## config.mk

```make
export PLATFORM = sky130hd
export DESIGN_NAME = ctt_ctrl
export DESIGN_NICKNAME = d
export VERILOG_FILES = /design/src/hw/rtl/ctt_pkg.sv /design/src/hw/rtl/ctt_ctrl.sv
export SDC_FILE = /design/constraint.sdc
export NUM_CORES = 1
export LEC_CHECK = 0
export ABC_CLOCK_PERIOD_IN_PS = 1400
export BUFFER_PORTS_ARGS = -buffer_cell sky130_fd_sc_hd__buf_2
export CAP_MARGIN = 10
export CORE_AREA = 3 3 40 42
export DETAILED_ROUTE_END_ITERATION = 12
export DIE_AREA = 0 0 43 45
export GPL_ROUTABILITY_DRIVEN = 0
export PLACE_DENSITY = 0.65
export SYNTH_ARGS = -nofsm -noshare
export SYNTH_HDL_FRONTEND = slang
export SYNTH_SLANG_ARGS = --single-unit
export TNS_END_PERCENT = 5
```

## constraint.sdc

```tcl
create_clock -name clk -period 1.4 [get_ports clk]
set_input_delay 0.28 -clock clk [delete_from_list [all_inputs] [get_ports clk]]
set_output_delay 0.28 -clock clk [all_outputs]
set_load 0.02 [all_outputs]
```

## src/hw/rtl/ctt_pkg.sv

```systemverilog
// ============================================================================
// ctt_pkg: shared types and constants for the connection table
// Holds the table size, status and command codes, item layouts and the
// command and status groups that join the controller to the datapath.
// ============================================================================
package ctt_pkg;

    localparam int TABLE_SLOTS = 64;
    localparam int SLOT_W      = $clog2(TABLE_SLOTS);
    localparam int CNT_W       = SLOT_W + 1;

    localparam logic [SLOT_W-1:0] LAST_SLOT  = SLOT_W'(TABLE_SLOTS - 1);
    localparam logic [CNT_W-1:0]  SLOT_COUNT = CNT_W'(TABLE_SLOTS);

    localparam logic [1:0] ST_FOUND       = 2'd0;
    localparam logic [1:0] ST_CREATED     = 2'd1;
    localparam logic [1:0] ST_FULL        = 2'd2;
    localparam logic [1:0] ST_NOT_PRESENT = 2'd3;

    localparam logic CMD_TUPLE = 1'b0;
    localparam logic CMD_BY_ID = 1'b1;

    localparam logic CFG_IDLE_TIMEOUT   = 1'b0;
    localparam logic CFG_SWEEP_INTERVAL = 1'b1;

    localparam logic [15:0] IDLE_TIMEOUT_RST   = 16'd30;
    localparam logic [15:0] SWEEP_INTERVAL_RST = 16'd30;

    typedef struct packed {
        logic        command;
        logic [31:0] now;
        logic [15:0] main_handle;
        logic [5:0]  session_id;
        logic [63:0] link_addr_hi;
        logic [63:0] link_addr_lo;
        logic [63:0] src_addr_hi;
        logic [63:0] src_addr_lo;
        logic [63:0] dst_addr_hi;
        logic [63:0] dst_addr_lo;
        logic [47:0] port_triple;
    } in_item_t;

    typedef struct packed {
        logic [1:0]  status;
        logic [5:0]  slot;
        logic [15:0] entry_handle;
        logic [63:0] entry_link_hi;
        logic [63:0] entry_link_lo;
        logic [15:0] entry_link_port;
        logic [63:0] entry_src_hi;
        logic [63:0] entry_src_lo;
        logic [15:0] entry_src_port;
        logic [63:0] entry_dst_hi;
        logic [63:0] entry_dst_lo;
    } out_item_t;

    typedef struct packed {
        logic [15:0] handle;
        logic [63:0] link_hi;
        logic [63:0] link_lo;
        logic [63:0] src_hi;
        logic [63:0] src_lo;
        logic [63:0] dst_hi;
        logic [63:0] dst_lo;
        logic [47:0] ports;
    } key_t;

    typedef struct packed {
        logic load_in;
        logic scan_start;
        logic scan_run;
        logic fill;
        logic sweep_run;
        logic id_read;
        logic id_resp;
        logic push;
    } ctt_cmd_t;

    typedef struct packed {
        logic hit;
        logic last;
        logic sweep_due;
        logic out_free;
    } ctt_stat_t;

endpackage

```

## src/hw/rtl/ctt_ctrl.sv

```systemverilog
// ============================================================================
// ctt_ctrl: sequencer of the connection table
// Steps one item through scan, fill, aging sweep or id lookup, then hands
// the result to the output register.
// ============================================================================
module ctt_ctrl import ctt_pkg::*;
(
    input  logic      clk,
    input  logic      rst_n,
    input  logic      in_fire,
    input  logic      in_command,
    input  ctt_stat_t stat,
    output ctt_cmd_t  cmd,
    output logic      idle
);

    typedef enum logic [6:0] {
        S_IDLE   = 7'b0000001,
        S_SCAN   = 7'b0000010,
        S_FILL   = 7'b0000100,
        S_SWEEP  = 7'b0001000,
        S_ID_RD  = 7'b0010000,
        S_ID_RSP = 7'b0100000,
        S_POST   = 7'b1000000
    } state_t;

    state_t state_reg;
    state_t state_next;

    always_comb
    begin
        state_next = state_reg;
        cmd        = '0;
        case (state_reg)
            S_IDLE:
            begin
                if (in_fire)
                begin
                    cmd.load_in    = 1'b1;
                    cmd.scan_start = 1'b1;
                    state_next     = (in_command == CMD_BY_ID) ? S_ID_RD : S_SCAN;
                end
            end
            S_SCAN:
            begin
                cmd.scan_run = 1'b1;
                if (stat.hit)
                    state_next = S_POST;
                else if (stat.last)
                    state_next = S_FILL;
            end
            S_FILL:
            begin
                cmd.fill       = 1'b1;
                cmd.scan_start = 1'b1;
                state_next     = stat.sweep_due ? S_SWEEP : S_POST;
            end
            S_SWEEP:
            begin
                cmd.sweep_run = 1'b1;
                if (stat.last)
                    state_next = S_POST;
            end
            S_ID_RD:
            begin
                cmd.id_read = 1'b1;
                state_next  = S_ID_RSP;
            end
            S_ID_RSP:
            begin
                cmd.id_resp = 1'b1;
                state_next  = S_POST;
            end
            S_POST:
            begin
                if (stat.out_free)
                begin
                    cmd.push   = 1'b1;
                    state_next = S_IDLE;
                end
            end
            default:
            begin
                state_next = S_IDLE;
            end
        endcase
    end

    always_ff @(posedge clk or negedge rst_n)
    begin
        if (!rst_n)
            state_reg <= S_IDLE;
        else
            state_reg <= state_next;
    end

    assign idle = (state_reg == S_IDLE);

endmodule

```

==> results.cfg, run 1 <==
[placement]
dp_hpwl_um = 1170
dpl_worst_slack_ns = -0.210
placed_cells = 104
place.port_buffers = 16

[outcome]
status = complete, but fails checks
violations = negative setup slack

[drt]
drc = 0
drt-wirelength-per-cell_um = 14.4
vias = 603
drtAntennaViolNets = 0
routed_wl_um = 1620
drt_iter0_markers = 12
drtPass1Iterations = 6
via_per_inst = 5.38

[die]
die_w_um = 43
num_rows = 13
die_area_um2 = 1940
core_um2 = 1280
fp.dieH_um = 45
ios = 17
initial_utilization_pct = 39.2

[setup_path]
r2r-start = state_reg[1]$_DFFE_PN0P_
crit_path_top_delay_cell = dfrtp_2
start_kind = flop
worst_r2r_path_depth = 6
ff2ff_setup_slack_ns = -0.17
worstPathCellList = nor4_4 > nand3_2 > inv_4 > nand2_4 > o21ai_4 > buf_6
crit_buf_inv = 2
end_kind = output port
crit_required_ns = 1.12
worst-setup-path-type = reg -> out
cp_max_fo = 4
rr_endpoint = state_reg[0]$_DFFE_PN1P_
max_stage_delay_ns = 0.44
cp.arrival_ns = 1.54
cpLargestDelayFamily = simple AND/OR/NAND/NOR gates

[logic_synthesis]
ys_top_cells_by_area = dfrtp_1, dfstp_2, nor2_1, and3_1, inv_1
synth_seq_area_share_pct = 35.0
synth_top_area_share_pct = 29.8
synth_top_area_cell = dfrtp_1
yosysWarningCount = 0
syn-num-nets = 63
ys_seq_elements = 7
avgSynthCellArea_um2 = 9.17
yosysUniqueCellTypes = 32
synthesis.instances = 55
syn-cell-area_um2 = 504

[hold_path]
holdPathEnd = state_reg[1]$_DFFE_PN0P_
hold_path_depth = 2
min_path_type = in -> reg
min_from = in_command

[clocking]
cts_root_buf = clkbuf_4
cts-htree-levels = 1
cts_buffers = 3
clockBufferDepth = 2
clkLatencyLatePin_ns = 0.25
cts.sinks = 7
cts_tree = yes
clk_pin_slew_ns = 0.05

[timing]
slew_viol_final = 0
fin_ws_ns = -0.424
fin_hold_ws_ns = 0.216
period_share_pct = 130
post-route-min-period_ns = 1.82
rsz0062_at_grt = true
finalHoldViolCount = 0
final.setup_skew_ns = 0.000955
max_freq_mhz = 548
worstMarginPinSlew_ns = 0.303
slew_headroom_pct = 79.7
setup_viol = 12

[finish]
fill_cells = 109
area_growth_pct = 75.9
largest_reg_flops = 7
mostFrequentLayoutCell = buf_4
drive_above_1_share_pct = 60.8
final_cell_mix = buf_4, buf_2, nor2_1, buf_6, inv_1
layout.cells.non_filler = 112
final_nets = 106
diodes = 0

[global_route]
track_usage_pct = 19.2
antenna_found_initial = 0
grt_max_degree = 8
overflow = 0
grt_pass1_vias = 624
grt_pass1_wl_um = 2710

[power]
power.leakage_nw = 0.453
ir_drop_mv = 1.02
powerDensity_nw_per_um2 = 1600

[flow_run]
maxCapViolCount = 0
-- synth_stat cells --
library cell / number
o21ai_1: 2
nor4_2: 1
nor2_1: 7
o32ai_1: 1
nand2_1: 4
nand3b_1: 1
inv_2: 1
o21ai_2: 1
nand2b_1: 1
nor4bb_1: 1
and3_1: 3
nand3_2: 1
o22a_2: 1
and4b_1: 1
a211o_1: 1
dfstp_2: 1
inv_1: 5
o22ai_1: 2
and4bb_2: 1
and2b_1: 1
o211a_1: 1
and4_1: 1
a2bb2oi_1: 1
mux2i_1: 1
nor3_1: 2
dfrtp_1: 6
o211ai_1: 1
and2b_2: 1
nor4b_1: 1
nand2b_4: 1
nand4b_1: 1
a2111oi_2: 1
-- worst register-to-register path, stage by stage (launching register included) --
cell and delay, ns:
dfrtp_2 0.44, buf_4 0.15, buf_4 0.13, and2b_1 0.19
o21ai_2 0.06, a2111oi_2 0.38, o22ai_1 0.14
-- stage by stage --
step | util (%) | cell area, um2 | TNS (ns) | total power (W)
6_report | 69.0 | 887 | -3.14 | 0.00142
5_1_grt | 69.0 | 887 | -3.99 | 0.00152
4_1_cts | 68.9 | 886 | -3.03 | 0.00142
3_5_place_dp | 60.0 | 771 | -1.52 | 0.00108
3_3_place_gp | 60.0 | 771 | -1.41 | 0.00106
2_1_floorplan | - | 537 | -0.369 | 0.000735
-- layer usage --
layer / GRT usage, % / routed length [um] / vias to the layer above
met5: 0 / 0 / -
li1: - / - / 292
met4: 10.8 / 13 / 0
met1: 22.2 / 612 / 287
met2: 35.0 / 902 / 22
met3: 1.59 / 88 / 2
-- cell families (layout without fill, tap and decap cells) --
logic type / Yosys count / after routing / synth area share, %
AO/OA/AOI/OAI: 12 / 12 / 19.9
flip-flops: 7 / 7 / 35.0
buffers and inverters: 6 / 48 / 4.47
AND/OR/NAND/NOR: 29 / 29 / 38.7
multiplexers: 1 / 1 / 1.99
-- how the worst max path moves through the flow --
stage                        end  cells past startpoint  slack, ns                startpoint
after floorplan           cmd[6]                      5      -0.09  state_reg[3]$_DFFE_PN0P_
after global placement    cmd[0]                      4      -0.17  state_reg[2]$_DFFE_PN0P_
after detailed placement  cmd[6]                      6      -0.21  state_reg[3]$_DFFE_PN0P_
after CTS                 cmd[6]                      6      -0.40  state_reg[1]$_DFFE_PN0P_
after global routing      cmd[6]                      6      -0.48  state_reg[1]$_DFFE_PN0P_
final                     cmd[6]                      6      -0.42  state_reg[1]$_DFFE_PN0P_
-- what timing repair did --
action | 4_1_cts | 5_1_grt
pin swaps | 4 | 0
gates cloned | 0 | 0
buffers inserted | 3 | 0
hold endpoints to repair | 6 | 0
resized for setup | 18 | 1
setup endpoints to repair | 12 | 12
hold buffers | 1 | 0
-- report_power, final --
part | internal, W | switching, W | total [W]
clock network | 0.000109 | 0.0000796 | 0.000189
registers | 0.000253 | 0.0000481 | 0.000301
logic | 0.000493 | 0.000437 | 0.000930
total | 0.000855 | 0.000565 | 0.00142
-- final cells by class --
cell class | count | area [um2] | share of cell area, %
clock buffers | 4 | 26.3 | 2.96
inverters | 6 | 27.5 | 3.10
multi-input cells | 42 | 353 | 39.8
flip-flops and latches | 7 | 180 | 20.3
well taps | 15 | 18.8 | 2.12
repair buffers | 38 | 282 | 31.7
Note: power is estimated with default switching activity, not from simulation.
==> run 2: changes to the inputs <==
Settings changed: ABC_CLOCK_PERIOD_IN_PS 1400 to 2080, CELL_PAD_IN_SITES_DETAIL_PLACEMENT set to 0, CELL_PAD_IN_SITES_GLOBAL_PLACEMENT set to 1, CORE_AREA 3 3 40 42 to not set, CORE_MARGIN set to 3, CORE_UTILIZATION set to 34, DIE_AREA 0 0 43 45 to not set, PLACE_DENSITY 0.65 to not set, PLACE_DENSITY_LB_ADDON set to 0.1.
Clock period 1.4 ns to 2.08 ns, I/O delays scaled along.
==> run 2 against run 1 <==
The run now ends clean. Clock-buffer cell count did not move. Register-to-register slack improved by 0.73 ns. Flip-flop and latch count unchanged. Critical path depth shrank 1. Cell count decreased by 13%. Sequential power shrank 27%. Largest cell class unchanged. Highest routed layer unchanged. Cell area down 19%. First-iteration DRC count rose by 17%.
==> results.cfg, run 2 (synthesis results as in run 1) <==
[outcome]
status = finished clean

[finish]
final_nets = 92
diodes = 0
final_cell_mix = buf_2, buf_4, nor2_1
mostFrequentLayoutCell = buf_2
layout.cells.non_filler = 98
area_growth_pct = 41.9
largest_reg_flops = 7
drive_above_1_share_pct = 50.6

[placement]
place.port_buffers = 16
dpl_worst_slack_ns = 0.201
placed_cells = 86
dp_hpwl_um = 918

[drt]
vias = 540
drt_iter0_markers = 14
drt-wirelength-per-cell_um = 13.1
drtAntennaViolNets = 0
via_per_inst = 5.51
drc = 0
routed_wl_um = 1280
drtPass1Iterations = 4

[global_route]
track_usage_pct = 14.7
antenna_found_initial = 0
grt_pass1_vias = 468
grt_max_degree = 9
grt_pass1_wl_um = 2050
overflow = 0

[timing]
post-route-min-period_ns = 1.99
slew_headroom_pct = 79.5
max_freq_mhz = 503
slew_viol_final = 0
period_share_pct = 95.5
final.setup_skew_ns = 0.000239
worstMarginPinSlew_ns = 0.306
fin_hold_ws_ns = 0.360
fin_tns_setup_ns = 0
rsz0062_at_grt = false
fin_ws_ns = 0.0927
finalHoldViolCount = 0
setup_viol = 0

[clocking]
clockBufferDepth = 2
cts_root_buf = clkbuf_4
clk_pin_slew_ns = 0.05
cts-htree-levels = 1
cts_buffers = 3
clkLatencyLatePin_ns = 0.25
cts.sinks = 7
cts_tree = yes

[setup_path]
crit_required_ns = 1.66
worst-setup-path-type = reg -> out
end_kind = output port
start_kind = flop
r2r-start = state_reg[2]$_DFFE_PN0P_
ff2ff_setup_slack_ns = 0.56
rr_endpoint = state_reg[0]$_DFFE_PN1P_
cp.arrival_ns = 1.57
cp_max_fo = 4
worst_r2r_path_depth = 4

[die]
initial_utilization_pct = 37.3
num_rows = 13
core_um2 = 1350
ios = 17
fp.dieH_um = 44.5
die_area_um2 = 1980
die_w_um = 44.5

[power]
powerDensity_nw_per_um2 = 1060
ir_drop_mv = 0.447
power.leakage_nw = 0.368

[flow_run]
maxCapViolCount = 0

[hold_path]
holdPathEnd = state_reg[1]$_DFFE_PN0P_
min_path_type = in -> reg
hold_path_depth = 2
min_from = in_command
[run 2: cell types whose count changed in the layout (fill, tap and decap cells not counted), moves of 2 or more]
| cell | before | now |
|---|---|---|
| nor2_1 | 5 | 7 |
| buf_2 | 10 | 15 |
| inv_4 | 2 | 0 |
| buf_4 | 22 | 8 |
| buf_6 | 5 | 0 |
| nor2_4 | 2 | 0 |
[run 2: worst max-delay path, stage by stage (launching register included)]
cell and delay, ns:
dfrtp_2 0.43, buf_4 0.15, nor2_1 0.20, and3_1 0.19, and4b_1 0.18, buf_2 0.16
[run 2: final cells by class]
type | instances | area (um2)
Clock buffer | 4 | 26.3
Fill cell | 130 | 634
Inverter | 6 | 22.5
Multi-Input combinational cell | 42 | 322
Sequential cell | 7 | 181
Tap cell | 15 | 18.8
Timing Repair Buffer | 24 | 145
[run 2: worst max-delay path by stage]
stage,from,endpoint,slack [ns]
after global routing,state_reg[5]$_DFFE_PN0P_,cmd[6],0.002
final,state_reg[1]$_DFFE_PN0P_,cmd[0],0.09
after global placement,state_reg[1]$_DFFE_PN0P_,cmd[6],0.23
after floorplan,state_reg[1]$_DFFE_PN0P_,cmd[6],0.26
after CTS,state_reg[3]$_DFFE_PN0P_,cmd[6],0.03
after detailed placement,state_reg[1]$_DFFE_PN0P_,cmd[6],0.20
[run 2: power breakdown]
part	switching [W]	internal, W
Clock	0.0000498	0.0000732
Combinational	0.000211	0.000207
Sequential	0.0000497	0.000171
[run 2: repair_timing]
item / in CTS / in global routing
hold buffers: 1 / 0
endpoints found under the hold margin: 6 / 0
pin swaps: 1 / 2
endpoints found under the setup margin: 2 / 5
resized for setup: 1 / 7
buffers inserted: 1 / 6
[run 2: metrics by stage]
stage	power, W	utilization (%)	area, um2
floorplan	0.000448	-	504
global placement	0.000543	44.7	603
detailed placement	0.000537	44.7	603
CTS	0.000679	48.6	656
global route	0.000821	53.0	716
finish	0.000762	53.0	716
[run 2: per-layer routing]
layer	GRT usage (%)	part of all wire, %
met2	19.8	47
met1	19.3	44
met4	10.8	2.3
met5	0	0
met3	4.88	6.6
